--- src/hw/rtl/cpcc_pkg.sv ---
`timescale 1ns / 1ps
// ----------------------------------------------------------------------------
// cpcc_pkg
// Shared types and constants for the capture pixel color corrector.
// ----------------------------------------------------------------------------
package cpcc_pkg;

  localparam int unsigned ColorW   = 15;
  localparam int unsigned ChanW    = 5;
  localparam int unsigned WordW    = 18;
  localparam int unsigned PixW     = 16;
  localparam int unsigned AddrW    = 5;
  localparam int unsigned DataW    = 32;
  localparam int unsigned RegIdxW  = 3;

  localparam logic [ChanW-1:0] ChanMask    = 5'h1F;
  localparam logic [7:0]       ShadowDark  = 8'd4;

  typedef enum logic [RegIdxW-1:0] {
    REG_RAW_XOR_MASK  = 3'd0,
    REG_REVERSE_WORD  = 3'd1,
    REG_CHAN_REVERSE  = 3'd2,
    REG_CHAN_INVERT   = 3'd3,
    REG_BLACK_LEVEL   = 3'd4,
    REG_SHADOW_ENABLE = 3'd5
  } reg_idx_e;

  typedef struct packed {
    logic [ColorW-1:0] raw_xor_mask;
    logic              reverse_whole_word;
    logic [2:0]        channel_reverse;
    logic [2:0]        channel_invert;
    logic [ChanW-1:0]  black_level;
    logic              shadow_enable;
  } cfg_t;

  localparam cfg_t CfgReset = '{
    raw_xor_mask:       15'h0000,
    reverse_whole_word: 1'b0,
    channel_reverse:    3'd7,
    channel_invert:     3'd0,
    black_level:        5'd2,
    shadow_enable:      1'b0
  };

endpackage

--- src/hw/rtl/capture_pixel_color_corrector.sv ---
`timescale 1ns / 1ps
// ----------------------------------------------------------------------------
// capture_pixel_color_corrector
// Converts captured RGB555 bus words to corrected RGB565 pixels.
// ----------------------------------------------------------------------------
// Pipeline: an accepted capture beat passes the input register, conversion
// logic and output register. Throughput: one beat per cycle while the receiver
// takes pixels; ready is passed back through both stages.
// Reset: pipeline valids clear; config registers load their defaults.
// ----------------------------------------------------------------------------
module capture_pixel_color_corrector (
  input  logic                          clk_i,
  input  logic                          rst_ni,
  input  logic                          psel,
  input  logic                          penable,
  input  logic                          pwrite,
  input  logic [cpcc_pkg::AddrW-1:0]    paddr,
  input  logic [cpcc_pkg::DataW-1:0]    pwdata,
  output logic [cpcc_pkg::DataW-1:0]    prdata,
  output logic                          pready,
  input  logic                          capture_valid_i,
  output logic                          capture_ready_o,
  input  logic [cpcc_pkg::WordW-1:0]    capture_word_i,
  output logic                          pixel_valid_o,
  input  logic                          pixel_ready_i,
  output logic [cpcc_pkg::PixW-1:0]     pixel_rgb565_o
);

  cpcc_pkg::cfg_t cfg;

  logic                        s1_valid_q, out_valid_q;
  logic                        s1_shadow_q;
  logic [cpcc_pkg::ColorW-1:0] s1_color_q;
  logic [cpcc_pkg::PixW-1:0]   pix_d, pix_q;
  logic                        in_take, s1_move, out_ready;

  cpcc_regs u_regs (
    .clk_i   (clk_i),
    .rst_ni  (rst_ni),
    .psel    (psel),
    .penable (penable),
    .pwrite  (pwrite),
    .paddr   (paddr),
    .pwdata  (pwdata),
    .prdata  (prdata),
    .pready  (pready),
    .cfg_o   (cfg)
  );

  cpcc_core u_core (
    .cfg_i    (cfg),
    .shadow_i (s1_shadow_q),
    .color_i  (s1_color_q),
    .pixel_o  (pix_d)
  );

  assign out_ready       = !out_valid_q || pixel_ready_i;
  assign s1_move         = s1_valid_q && out_ready;
  assign capture_ready_o = !s1_valid_q || out_ready;
  assign in_take         = capture_valid_i && capture_ready_o;

  always_ff @(posedge clk_i or negedge rst_ni) begin
    if (!rst_ni) begin
      s1_valid_q  <= 1'b0;
      out_valid_q <= 1'b0;
    end else begin
      if (capture_ready_o) begin
        s1_valid_q <= capture_valid_i;
      end
      if (out_ready) begin
        out_valid_q <= s1_valid_q;
      end
    end
  end

  always_ff @(posedge clk_i) begin
    if (in_take) begin
      s1_shadow_q <= capture_word_i[17];
      s1_color_q  <= capture_word_i[16:2];
    end
    if (s1_move) begin
      pix_q <= pix_d;
    end
  end

  assign pixel_valid_o  = out_valid_q;
  assign pixel_rgb565_o = pix_q;

  a_take_loads: assert property (@(posedge clk_i) disable iff (!rst_ni)
    in_take |=> s1_valid_q)
    else $error("accepted capture beat did not reach input register");

  a_stall_full: assert property (@(posedge clk_i) disable iff (!rst_ni)
    !capture_ready_o |-> (s1_valid_q && out_valid_q && !pixel_ready_i))
    else $error("input stalled with a free stage");

  a_move_result: assert property (@(posedge clk_i) disable iff (!rst_ni)
    s1_move |=> (out_valid_q && pix_q == $past(pix_d)))
    else $error("converted pixel not captured in output register");

  a_drain: assert property (@(posedge clk_i) disable iff (!rst_ni)
    (out_valid_q && pixel_ready_i && !s1_valid_q) |=> !out_valid_q)
    else $error("output beat repeated");

endmodule

--- src/hw/rtl/cpcc_regs.sv ---
`timescale 1ns / 1ps
// ----------------------------------------------------------------------------
// cpcc_regs
// APB-style configuration register file; one 32-bit register per word.
// ----------------------------------------------------------------------------
module cpcc_regs (
  input  logic                          clk_i,
  input  logic                          rst_ni,
  input  logic                          psel,
  input  logic                          penable,
  input  logic                          pwrite,
  input  logic [cpcc_pkg::AddrW-1:0]    paddr,
  input  logic [cpcc_pkg::DataW-1:0]    pwdata,
  output logic [cpcc_pkg::DataW-1:0]    prdata,
  output logic                          pready,
  output cpcc_pkg::cfg_t                cfg_o
);

  cpcc_pkg::cfg_t     cfg_q, cfg_d;
  cpcc_pkg::reg_idx_e idx;
  logic               wr_en;

  assign pready = 1'b1;
  assign wr_en  = psel & penable & pwrite;
  assign idx    = cpcc_pkg::reg_idx_e'(paddr[cpcc_pkg::AddrW-1:2]);

  always_comb begin
    cfg_d = cfg_q;
    if (wr_en) begin
      unique case (idx)
        cpcc_pkg::REG_RAW_XOR_MASK:  cfg_d.raw_xor_mask       = pwdata[cpcc_pkg::ColorW-1:0];
        cpcc_pkg::REG_REVERSE_WORD:  cfg_d.reverse_whole_word = pwdata[0];
        cpcc_pkg::REG_CHAN_REVERSE:  cfg_d.channel_reverse    = pwdata[2:0];
        cpcc_pkg::REG_CHAN_INVERT:   cfg_d.channel_invert     = pwdata[2:0];
        cpcc_pkg::REG_BLACK_LEVEL:   cfg_d.black_level        = pwdata[cpcc_pkg::ChanW-1:0];
        cpcc_pkg::REG_SHADOW_ENABLE: cfg_d.shadow_enable      = pwdata[0];
        default: ;
      endcase
    end
  end

  always_comb begin
    prdata = '0;
    unique case (idx)
      cpcc_pkg::REG_RAW_XOR_MASK:  prdata = {17'd0, cfg_q.raw_xor_mask};
      cpcc_pkg::REG_REVERSE_WORD:  prdata = {31'd0, cfg_q.reverse_whole_word};
      cpcc_pkg::REG_CHAN_REVERSE:  prdata = {29'd0, cfg_q.channel_reverse};
      cpcc_pkg::REG_CHAN_INVERT:   prdata = {29'd0, cfg_q.channel_invert};
      cpcc_pkg::REG_BLACK_LEVEL:   prdata = {27'd0, cfg_q.black_level};
      cpcc_pkg::REG_SHADOW_ENABLE: prdata = {31'd0, cfg_q.shadow_enable};
      default:                     prdata = '0;
    endcase
  end

  always_ff @(posedge clk_i or negedge rst_ni) begin
    if (!rst_ni) begin
      cfg_q <= cpcc_pkg::CfgReset;
    end else begin
      cfg_q <= cfg_d;
    end
  end

  assign cfg_o = cfg_q;

endmodule

--- src/hw/rtl/cpcc_core.sv ---
`timescale 1ns / 1ps
// ----------------------------------------------------------------------------
// cpcc_core
// Color correction datapath: mask, reorder, per-channel fix, clamp, shadow.
// ----------------------------------------------------------------------------
module cpcc_core (
  input  cpcc_pkg::cfg_t                  cfg_i,
  input  logic                            shadow_i,
  input  logic [cpcc_pkg::ColorW-1:0]     color_i,
  output logic [cpcc_pkg::PixW-1:0]       pixel_o
);

  function automatic logic [4:0] fix_chan(input logic [4:0] c, input logic rev,
                                          input logic inv);
    logic [4:0] t;
    t = rev ? {c[0], c[1], c[2], c[3], c[4]} : c;
    return inv ? (t ^ cpcc_pkg::ChanMask) : t;
  endfunction

  // halve, widen to 8 bits, subtract with floor at zero
  function automatic logic [7:0] darken(input logic [4:0] c);
    logic [3:0] h;
    logic [7:0] e;
    h = c[4:1];
    e = {1'b0, h, 3'b000} | {6'd0, h[3:2]};
    return (e > cpcc_pkg::ShadowDark) ? (e - cpcc_pkg::ShadowDark) : 8'd0;
  endfunction

  logic [cpcc_pkg::ColorW-1:0] col_x, col;
  logic [4:0] r, g, b;
  logic [7:0] r8, g8, b8;
  logic       dark;

  assign col_x = color_i ^ cfg_i.raw_xor_mask;

  always_comb begin
    col = col_x;
    if (cfg_i.reverse_whole_word) begin
      for (int i = 0; i < cpcc_pkg::ColorW; i++) begin
        col[i] = col_x[cpcc_pkg::ColorW-1-i];
      end
    end
  end

  assign r = fix_chan(col[14:10], cfg_i.channel_reverse[2], cfg_i.channel_invert[2]);
  assign g = fix_chan(col[9:5],   cfg_i.channel_reverse[1], cfg_i.channel_invert[1]);
  assign b = fix_chan(col[4:0],   cfg_i.channel_reverse[0], cfg_i.channel_invert[0]);

  assign r8 = darken(r);
  assign g8 = darken(g);
  assign b8 = darken(b);

  assign dark = (cfg_i.black_level != 5'd0) && (r <= cfg_i.black_level)
                && (g <= cfg_i.black_level) && (b <= cfg_i.black_level);

  always_comb begin
    priority if (shadow_i && cfg_i.shadow_enable) begin
      pixel_o = {r8[7:3], g8[7:2], b8[7:3]};
    end else if (dark) begin
      pixel_o = '0;
    end else begin
      pixel_o = {r, g, g[4], b};
    end
  end

endmodule

--- config.mk ---
export PLATFORM = sky130hd
export DESIGN_NAME = capture_pixel_color_corrector
export DESIGN_NICKNAME = d
export VERILOG_FILES = /design/src/hw/rtl/cpcc_pkg.sv /design/src/hw/rtl/capture_pixel_color_corrector.sv /design/src/hw/rtl/cpcc_regs.sv /design/src/hw/rtl/cpcc_core.sv
export SDC_FILE = /design/constraint.sdc
export NUM_CORES = 1
export LEC_CHECK = 0
export ABC_CLOCK_PERIOD_IN_PS = 6600
export BUFFER_PORTS_ARGS = -buffer_cell sky130_fd_sc_hd__clkbuf_2
export CORE_UTILIZATION = 58
export DETAILED_ROUTE_END_ITERATION = 10
export HOLD_SLACK_MARGIN = 0.1
export PLACE_DENSITY = 0.92
export SETUP_SLACK_MARGIN = 0.15
export SLEW_MARGIN = 25
export SYNTH_ARGS = -nofsm -noshare
export SYNTH_HDL_FRONTEND = slang
export SYNTH_SLANG_ARGS = --single-unit
--- constraint.sdc ---
create_clock -name clk_i -period 6.6 [get_ports clk_i]
set_clock_uncertainty 0.05 [all_clocks]
set_input_delay 1.32 -clock clk_i [delete_from_list [all_inputs] [get_ports clk_i]]
set_output_delay 1.32 -clock clk_i [all_outputs]
set_load 0.01 [all_outputs]
==> metrics.txt, run 1 <==
worst slew pin tran between 900 and 1000 ps; first-pass GRT wire length 14,600 µm; xor/xnor cell area share of the yosys netlist 9.11%; register area share after synthesis 41.0%; share of cells above drive strength 1 between 30% and 40%; Final Hold Fails 0; post-route ant nets 0; Setup crit end kind flop; Nets 503; reg-to-reg startpoint u_regs.cfg_o[12]; pwr dens 414 nW/µm²; Seq cells post-synth 62; syn_area_per_cell 11.8 µm²; asr flop ratio synth 48.4%; reg-to-reg endpoint pixel_rgb565_o[11]; gr ovfl total 0; CP max FO 16; Filler cells between 400 and 500; Crit Path Class reg2reg; setup ws final approximately 2400 ps; DP Cell Count 508; port bufs 73; fin crit share 63.9%; number of H-tree levels 3; Final Setup Violations 0; fin util a little under 70%; post-route setup TNS 0 ps; final WL about 9200 µm; CP Data Required Time 6590 ps; complex-gate fraction of the synthesized area 9.08%; arrival time of the worst setup path 4210 ps; n_diodes 0; clock sinks between 60 and 70; Synth Flop Type edfxtp_1; CTS tree built; most common cell after layout, fill and taps aside clkbuf_2; initial core utilization 61.0%; Synth cell types between 60 and 70; FF-to-FF path depth 9; pre-CTS setup slack around 2400 ps; top post-synthesis cells by area edfxtp_1, dfrtp_1, mux2_2; post-CTS setup buffers 0; io pins 113; multiplexer share of the synthesized area between 10% and 20%; Max Root-Sink Buffers 2; CP Launch Type flop; most frequent cells in the layout clkbuf_2, edfxtp_1, mux2_2; Top delay family on crit path compound AO/OA/AOI/OAI gates; Post-synth EDFFs 32; core area 6870 µm²; Site Rows 30; Initial DRC Count 161; Post-Synthesis Cells 354; area occupied by multi-input gates 2230 µm²; slowest stage delay, CP 930 ps; Worst IR Drop VDD 252 µV; drt drc 0; Global Route Usage Sum approximately a quarter; Mapped Area around 4200 µm²; largest net degree at the start of global routing 31; clk slew on worst S/H paths 80 ps; wire length per cell roughly 18 µm; Setup crit end pixel_rgb565_o[11]; routability congestion estimate about 0.86; area leader, netlist edfxtp_1; top-area cell type share of the netlist area 22.9%; vias 2,987; R2R Setup Slk 2380 ps; Cell Chain, Critical Path mux2_2, mux2i_4, xnor2_2, ha_1, nor2b_1, o31ai_1, a21oi_1, o41ai_4, o32ai_1; Max Cap Violations 0; Crit. Startpoint u_regs.cfg_o[12]; RSZ-0062 raised after global routing false; root buffer cell clkbuf_8; crit path max-delay cell type o41ai_4; Layout area overhead 14.0%; initial antenna violation count 0; leakage 2.07 nW; Num CTS Buffers 9; vias in the first global route 3,057; synth warn 0; main combinational cell family by area after synthesis multiplexers; # resized after CTS 0; min Tclk post-route between 4000 and 5000 ps; Seq. cell area 1720 µm²; die area 7570 µm²; Clock Latency Late Sink ~350 ps; post-detail-place hpwl ~6400 µm; vias per cell between 5 and 6; Synth Area in Simple Gates 11.3%; HP Class reg2reg; Rel. slew slack a little over a third; Crit path buffers/inverters 0; post-route insts no fill ~520; Slew Limit Fails 0; drt first pass iters 7; Post-Synth Adder-Cell Area 5.37%; maximum clock frequency around 240 MHz; Hold-fix buffers, CTS 0; Die Y about 87 µm; Overall Power between 1.5 and 2 mW; cell count along the critical path 9; status finished, final reports clean; Die Wd ~87 µm
==> synth_stat cells, drive strengths merged (4+ instances only) <==
cell,number
dfrtp,26
edfxtp,32
ha,18
inv,17
xnor2,15
nand3,7
o32ai,4
mux2,32
xor2,17
a21oi,10
nand2,13
and2,15
mux2i,25
dfstp,4
o22ai,10
nor2,16
o21ai,6
nand2b,8
nor4,4
clkbuf,6
buf,26
nor3,6
==> through the flow <==
step | cell area, µm² | hold WS [ps]
finish | 4780 | 453
global route | 4780 | 487
CTS | 4780 | 454
detailed placement | 4510 | 426
global placement | 4510 | 412
floorplan | 4250 | 399
==> report_power, final <==
group / leakage, nW / switching [mW] / total [mW] / internal [mW]
Sequential: 0.679 / 0.0795 / 0.601 / 0.521
Clock: 0.130 / 0.171 / 0.462 / 0.291
Combinational: 1.26 / 0.507 / 0.913 / 0.406
Total: 2.07 / 0.758 / 1.98 / 1.22
==> cell families after synthesis <==
| logic type | Yosys count |
|---|---|
| other | 2 |
| muxes | 57 |
| buffers and inverters | 49 |
| DFF | 62 |
| and+or+nand+nor | 85 |
| AOI/OAI and AO/OA | 49 |
| xor gates and xnor gates | 32 |
| adders and majority gates | 18 |
==> registers in the layout, indices dropped and copies added, names as in the netlist <==
register        flops
s1_shadow_q         1
pixel_rgb565_o     16
s1_color_q         15
s1_valid_q          1
u_regs.cfg_o       28
pixel_valid_o       1
==> cell type report <==
class                           count  area share, %
Multi-Input combinational cell    259           46.8
Clock inverter                      7           3.04
Sequential cell                    62           35.9
Tap cell                           96           2.51
Inverter                           17           1.34
Clock buffer                        9           2.59
Timing Repair Buffer               74           7.81
==> per-layer routing <==
metal / vias up / wire length (µm) / global-route usage [%]
li1: 1389 / - / -
met1: 1420 / 3680 / 29.9
met2: 150 / 4710 / 45.0
met3: 28 / 517 / 6.26
met4: 0 / 284 / 12.4
met5: - / 0 / 0
==> how the worst min path moves through the flow <==
stage	from	to	slack, ps	cells past startpoint
floorplan	s1_valid_q	pixel_valid_o	400	1
global placement	s1_valid_q	pixel_valid_o	410	1
detailed placement	s1_valid_q	pixel_valid_o	430	1
CTS	s1_valid_q	pixel_valid_o	450	1
global route	s1_valid_q	pixel_valid_o	490	1
finish	s1_valid_q	pixel_valid_o	450	1
No activity file was read; power rests on OpenSTA's default activity.
==> inputs of run 2 (changes only) <==
Settings changed: ABC_CLOCK_PERIOD_IN_PS 6600 to 3600, CORE_UTILIZATION 58 to 48, PLACE_DENSITY 0.92 to 0.82.
Clock period 6.6 ns to 3.6 ns, I/O delays scaled along.
==> run 2 against run 1 <==
  * Clock-buffer cell count unchanged
  * Setup slack got worse by 2100 ps
  * Final cell count increased by 3.2%
  * Fmax increased by 27%
  * Global-route usage decreased by 5.5 points
  * Total power increased by 77%
  * Sequential share of layout area decreased by 0.58 points
  * Combinational power increased by 86%
  * Clock power increased by 51%
  * Sequential cell count unchanged
  * Critical path depth increased by 4
  * Register-to-register slack got worse by 2100 ps
  * Largest cell class unchanged
==> metrics.txt, run 2 (synthesis gave the netlist of run 1 again) <==
status finished, final reports clean; cell area after layout 4860 µm² (+1.7%); crit path max-delay cell type dfrtp_1; Max Root-Sink Buffers 2 (unchanged); vias 2,901 (-2.9%); clk slew on worst S/H paths 80 ps (about the same); pwr dens 720 nW/µm² (+74%); Num CTS Buffers 9 (unchanged); DP Cell Count 523 (+3.0%); Layout area overhead 16.0%; CP Launch Type flop; Rel. slew slack 46.5% (+11 points); port bufs 73 (unchanged); wire length per cell 16.1 µm (-8.1%); cell count along the critical path 13 (+4); maximum clock frequency 301 MHz (+27%); core area 8340 µm² (+21%); post-route insts no fill 541 (+3.2%); Final Setup Violations 0 (unchanged); min Tclk post-route 3320 ps (-901 ps); Setup crit end kind flop; Clock Latency Late Sink 350 ps (about the same); pre-CTS setup slack 169 ps (-2260 ps); max reg flops 28 (unchanged); clock sinks 62 (unchanged); routability congestion estimate 0.855 (about the same); post-route setup TNS 0 ps (unchanged); first-pass GRT wire length 13,800 µm (-5.7%); worst slew pin tran 802 ps (-158 ps); Site Rows 33 (+10%); share of cells above drive strength 1 39.9% (+2.5 points); R2R Setup Slk 280 ps (-2100 ps); Crit path buffers/inverters 2 (+2); most frequent CP cell xor2_2; Final Hold Fails 0 (unchanged); CP Data Required Time 3650 ps (-2940 ps); Die Y 95.4 µm (+9.7%); Die Wd 95.4 µm (+9.7%); RSZ-0062 raised after global routing false; Reg power frac 31.4% (+1.0 points); most frequent cells in the layout clkbuf_2, edfxtp_1, mux2_2; Area after DPL 4560 µm² (+1.2%); Initial DRC Count 139 (-14%); internal power 2.15 mW (+76%); Crit Path Class reg2reg; FF-to-FF path depth 13 (+4); Sw Pwr 1.35 mW (+78%); largest net degree at the start of global routing 31 (unchanged); reg-to-reg startpoint u_regs.cfg_o[14]; CTS tree built; Global Route Usage Sum 20.3% (-5.5 points); n_diodes 0 (unchanged); Top delay family on crit path compound AO/OA/AOI/OAI gates; vias in the first global route 2,799 (-8.4%); Hold-fix buffers, CTS 0 (unchanged); Hold WS 390 ps (-63.3 ps); HP Class in2async; Crit. Startpoint u_regs.cfg_o[14]; CP max FO 10 (-6); post-detail-place hpwl 6320 µm (-0.97%); Setup crit end pixel_rgb565_o[13]; Slew Limit Fails 0 (unchanged); leakage 2.10 nW (+1.2%); final WL 8720 µm (-5.2%); die area 9110 µm² (+20%); post-route ant nets 0 (unchanged); switching share of power 38.7% (+0.31 points); gr ovfl total 0 (unchanged); reg-to-reg endpoint pixel_rgb565_o[13]; initial antenna violation count 0 (unchanged); io pins 113 (unchanged); drt first pass iters 4 (-3); Worst IR Drop VDD 400 µV (+59%); drt drc 0 (unchanged); setup ws final 281 ps (-2100 ps); Gate power share 48.6% (+2.4 points); Cell Chain, Critical Path xor2_2, mux2_2, mux2i_4, xor2_2, inv_1, ha_1, o21a_1, o31ai_1, a21oi_1, o41ai_4, buf_6, a2bb2oi_1, nand3_1; fin crit share 92.2% (+28 points); Max Cap Violations 0 (unchanged); most common cell after layout, fill and taps aside clkbuf_2; number of H-tree levels 3 (unchanged); Nets 511 (+1.6%); root buffer cell clkbuf_8; slowest stage delay, CP 430 ps (-500 ps); Clk network pwr share 20.0% (-3.4 points); vias per cell 5.36 (-5.9%); arrival time of the worst setup path 3370 ps (-840 ps); initial core utilization 50.2% (-11 points); Overall Power 3.50 mW (+77%); fin util 58.3% (-11 points)
-- run 2: cell types whose count changed in the layout (fill, tap and decap cells not counted) --
| cell | before | now |
|---|---|---|
| clkinvlp_4 | 1 | 2 |
| buf_6 | 0 | 1 |
| bufinv_16 | 4 | 2 |
| dfrtp_1 | 26 | 25 |
| clkinv_2 | 0 | 1 |
| buf_4 | 1 | 7 |
| xor2_1 | 11 | 8 |
| xor2_4 | 0 | 1 |
| buf_12 | 0 | 1 |
| xor2_2 | 6 | 8 |
| mux2i_1 | 15 | 13 |
| mux2i_2 | 4 | 6 |
| dfrtp_2 | 0 | 1 |
-- run 2: final cells by class --
class | instances | area (µm²)
tap | 105 | 131
clock inverter | 7 | 97.6
fill | 687 | 3480
multi-input combinational | 259 | 2280
inverter | 17 | 63.8
timing repair buffer | 82 | 449
sequential | 62 | 1720
clock buffer | 9 | 124
-- run 2: metal layers --
layer / global-route usage (%) / vias to the layer above / part of all wire [%]
met2: 32.9 / 101 / 49
li1: - / 1392 / -
met5: 0 / - / 0
met3: 4.47 / 9 / 4.6
met1: 27.2 / 1399 / 45
met4: 6.47 / 0 / 1.4
-- run 2: worst min path at each step --
stage / to / slack [ps] / depth (start not counted)
2_1_floorplan: pixel_valid_o / 370 / 0
3_3_place_gp: pixel_valid_o / 410 / 1
3_5_place_dp: pixel_valid_o / 430 / 1
4_1_cts: u_regs.cfg_o[21] / 410 / 1
5_1_grt: u_regs.cfg_o[18] / 420 / 1
6_report: pixel_valid_o / 390 / 1
-- run 2: what timing repair did --
item                                   CTS  global route
setup buffers                            0             2
setup endpoints to repair                1             6
endpoints found under the hold margin    0             0
gates resized for setup                  1             7
-- run 2: worst reg2reg max path, delay by kind of cell (launching register included) --
family | cells | cell delay, ps
adder cells (fa/ha/maj) | 1 | 290
AO/OA/AOI/OAI | 5 | 910
flip-flops | 1 | 430
AND/OR/NAND/NOR | 1 | 90
buffers and inverters | 2 | 280
XOR/XNOR | 2 | 460
multiplexers | 2 | 550
-- run 2: power groups by stage --
stage / combinational (mW) / sequential (mW) / clock, mW
after CTS: 1.64 / 1.10 / 0.711
after detailed placement: 1.63 / 1.11 / 0
after global placement: 1.56 / 1.10 / 0
after global routing: 1.88 / 1.12 / 0.738
after floorplan: 1.32 / 1.08 / 0
final: 1.70 / 1.10 / 0.698
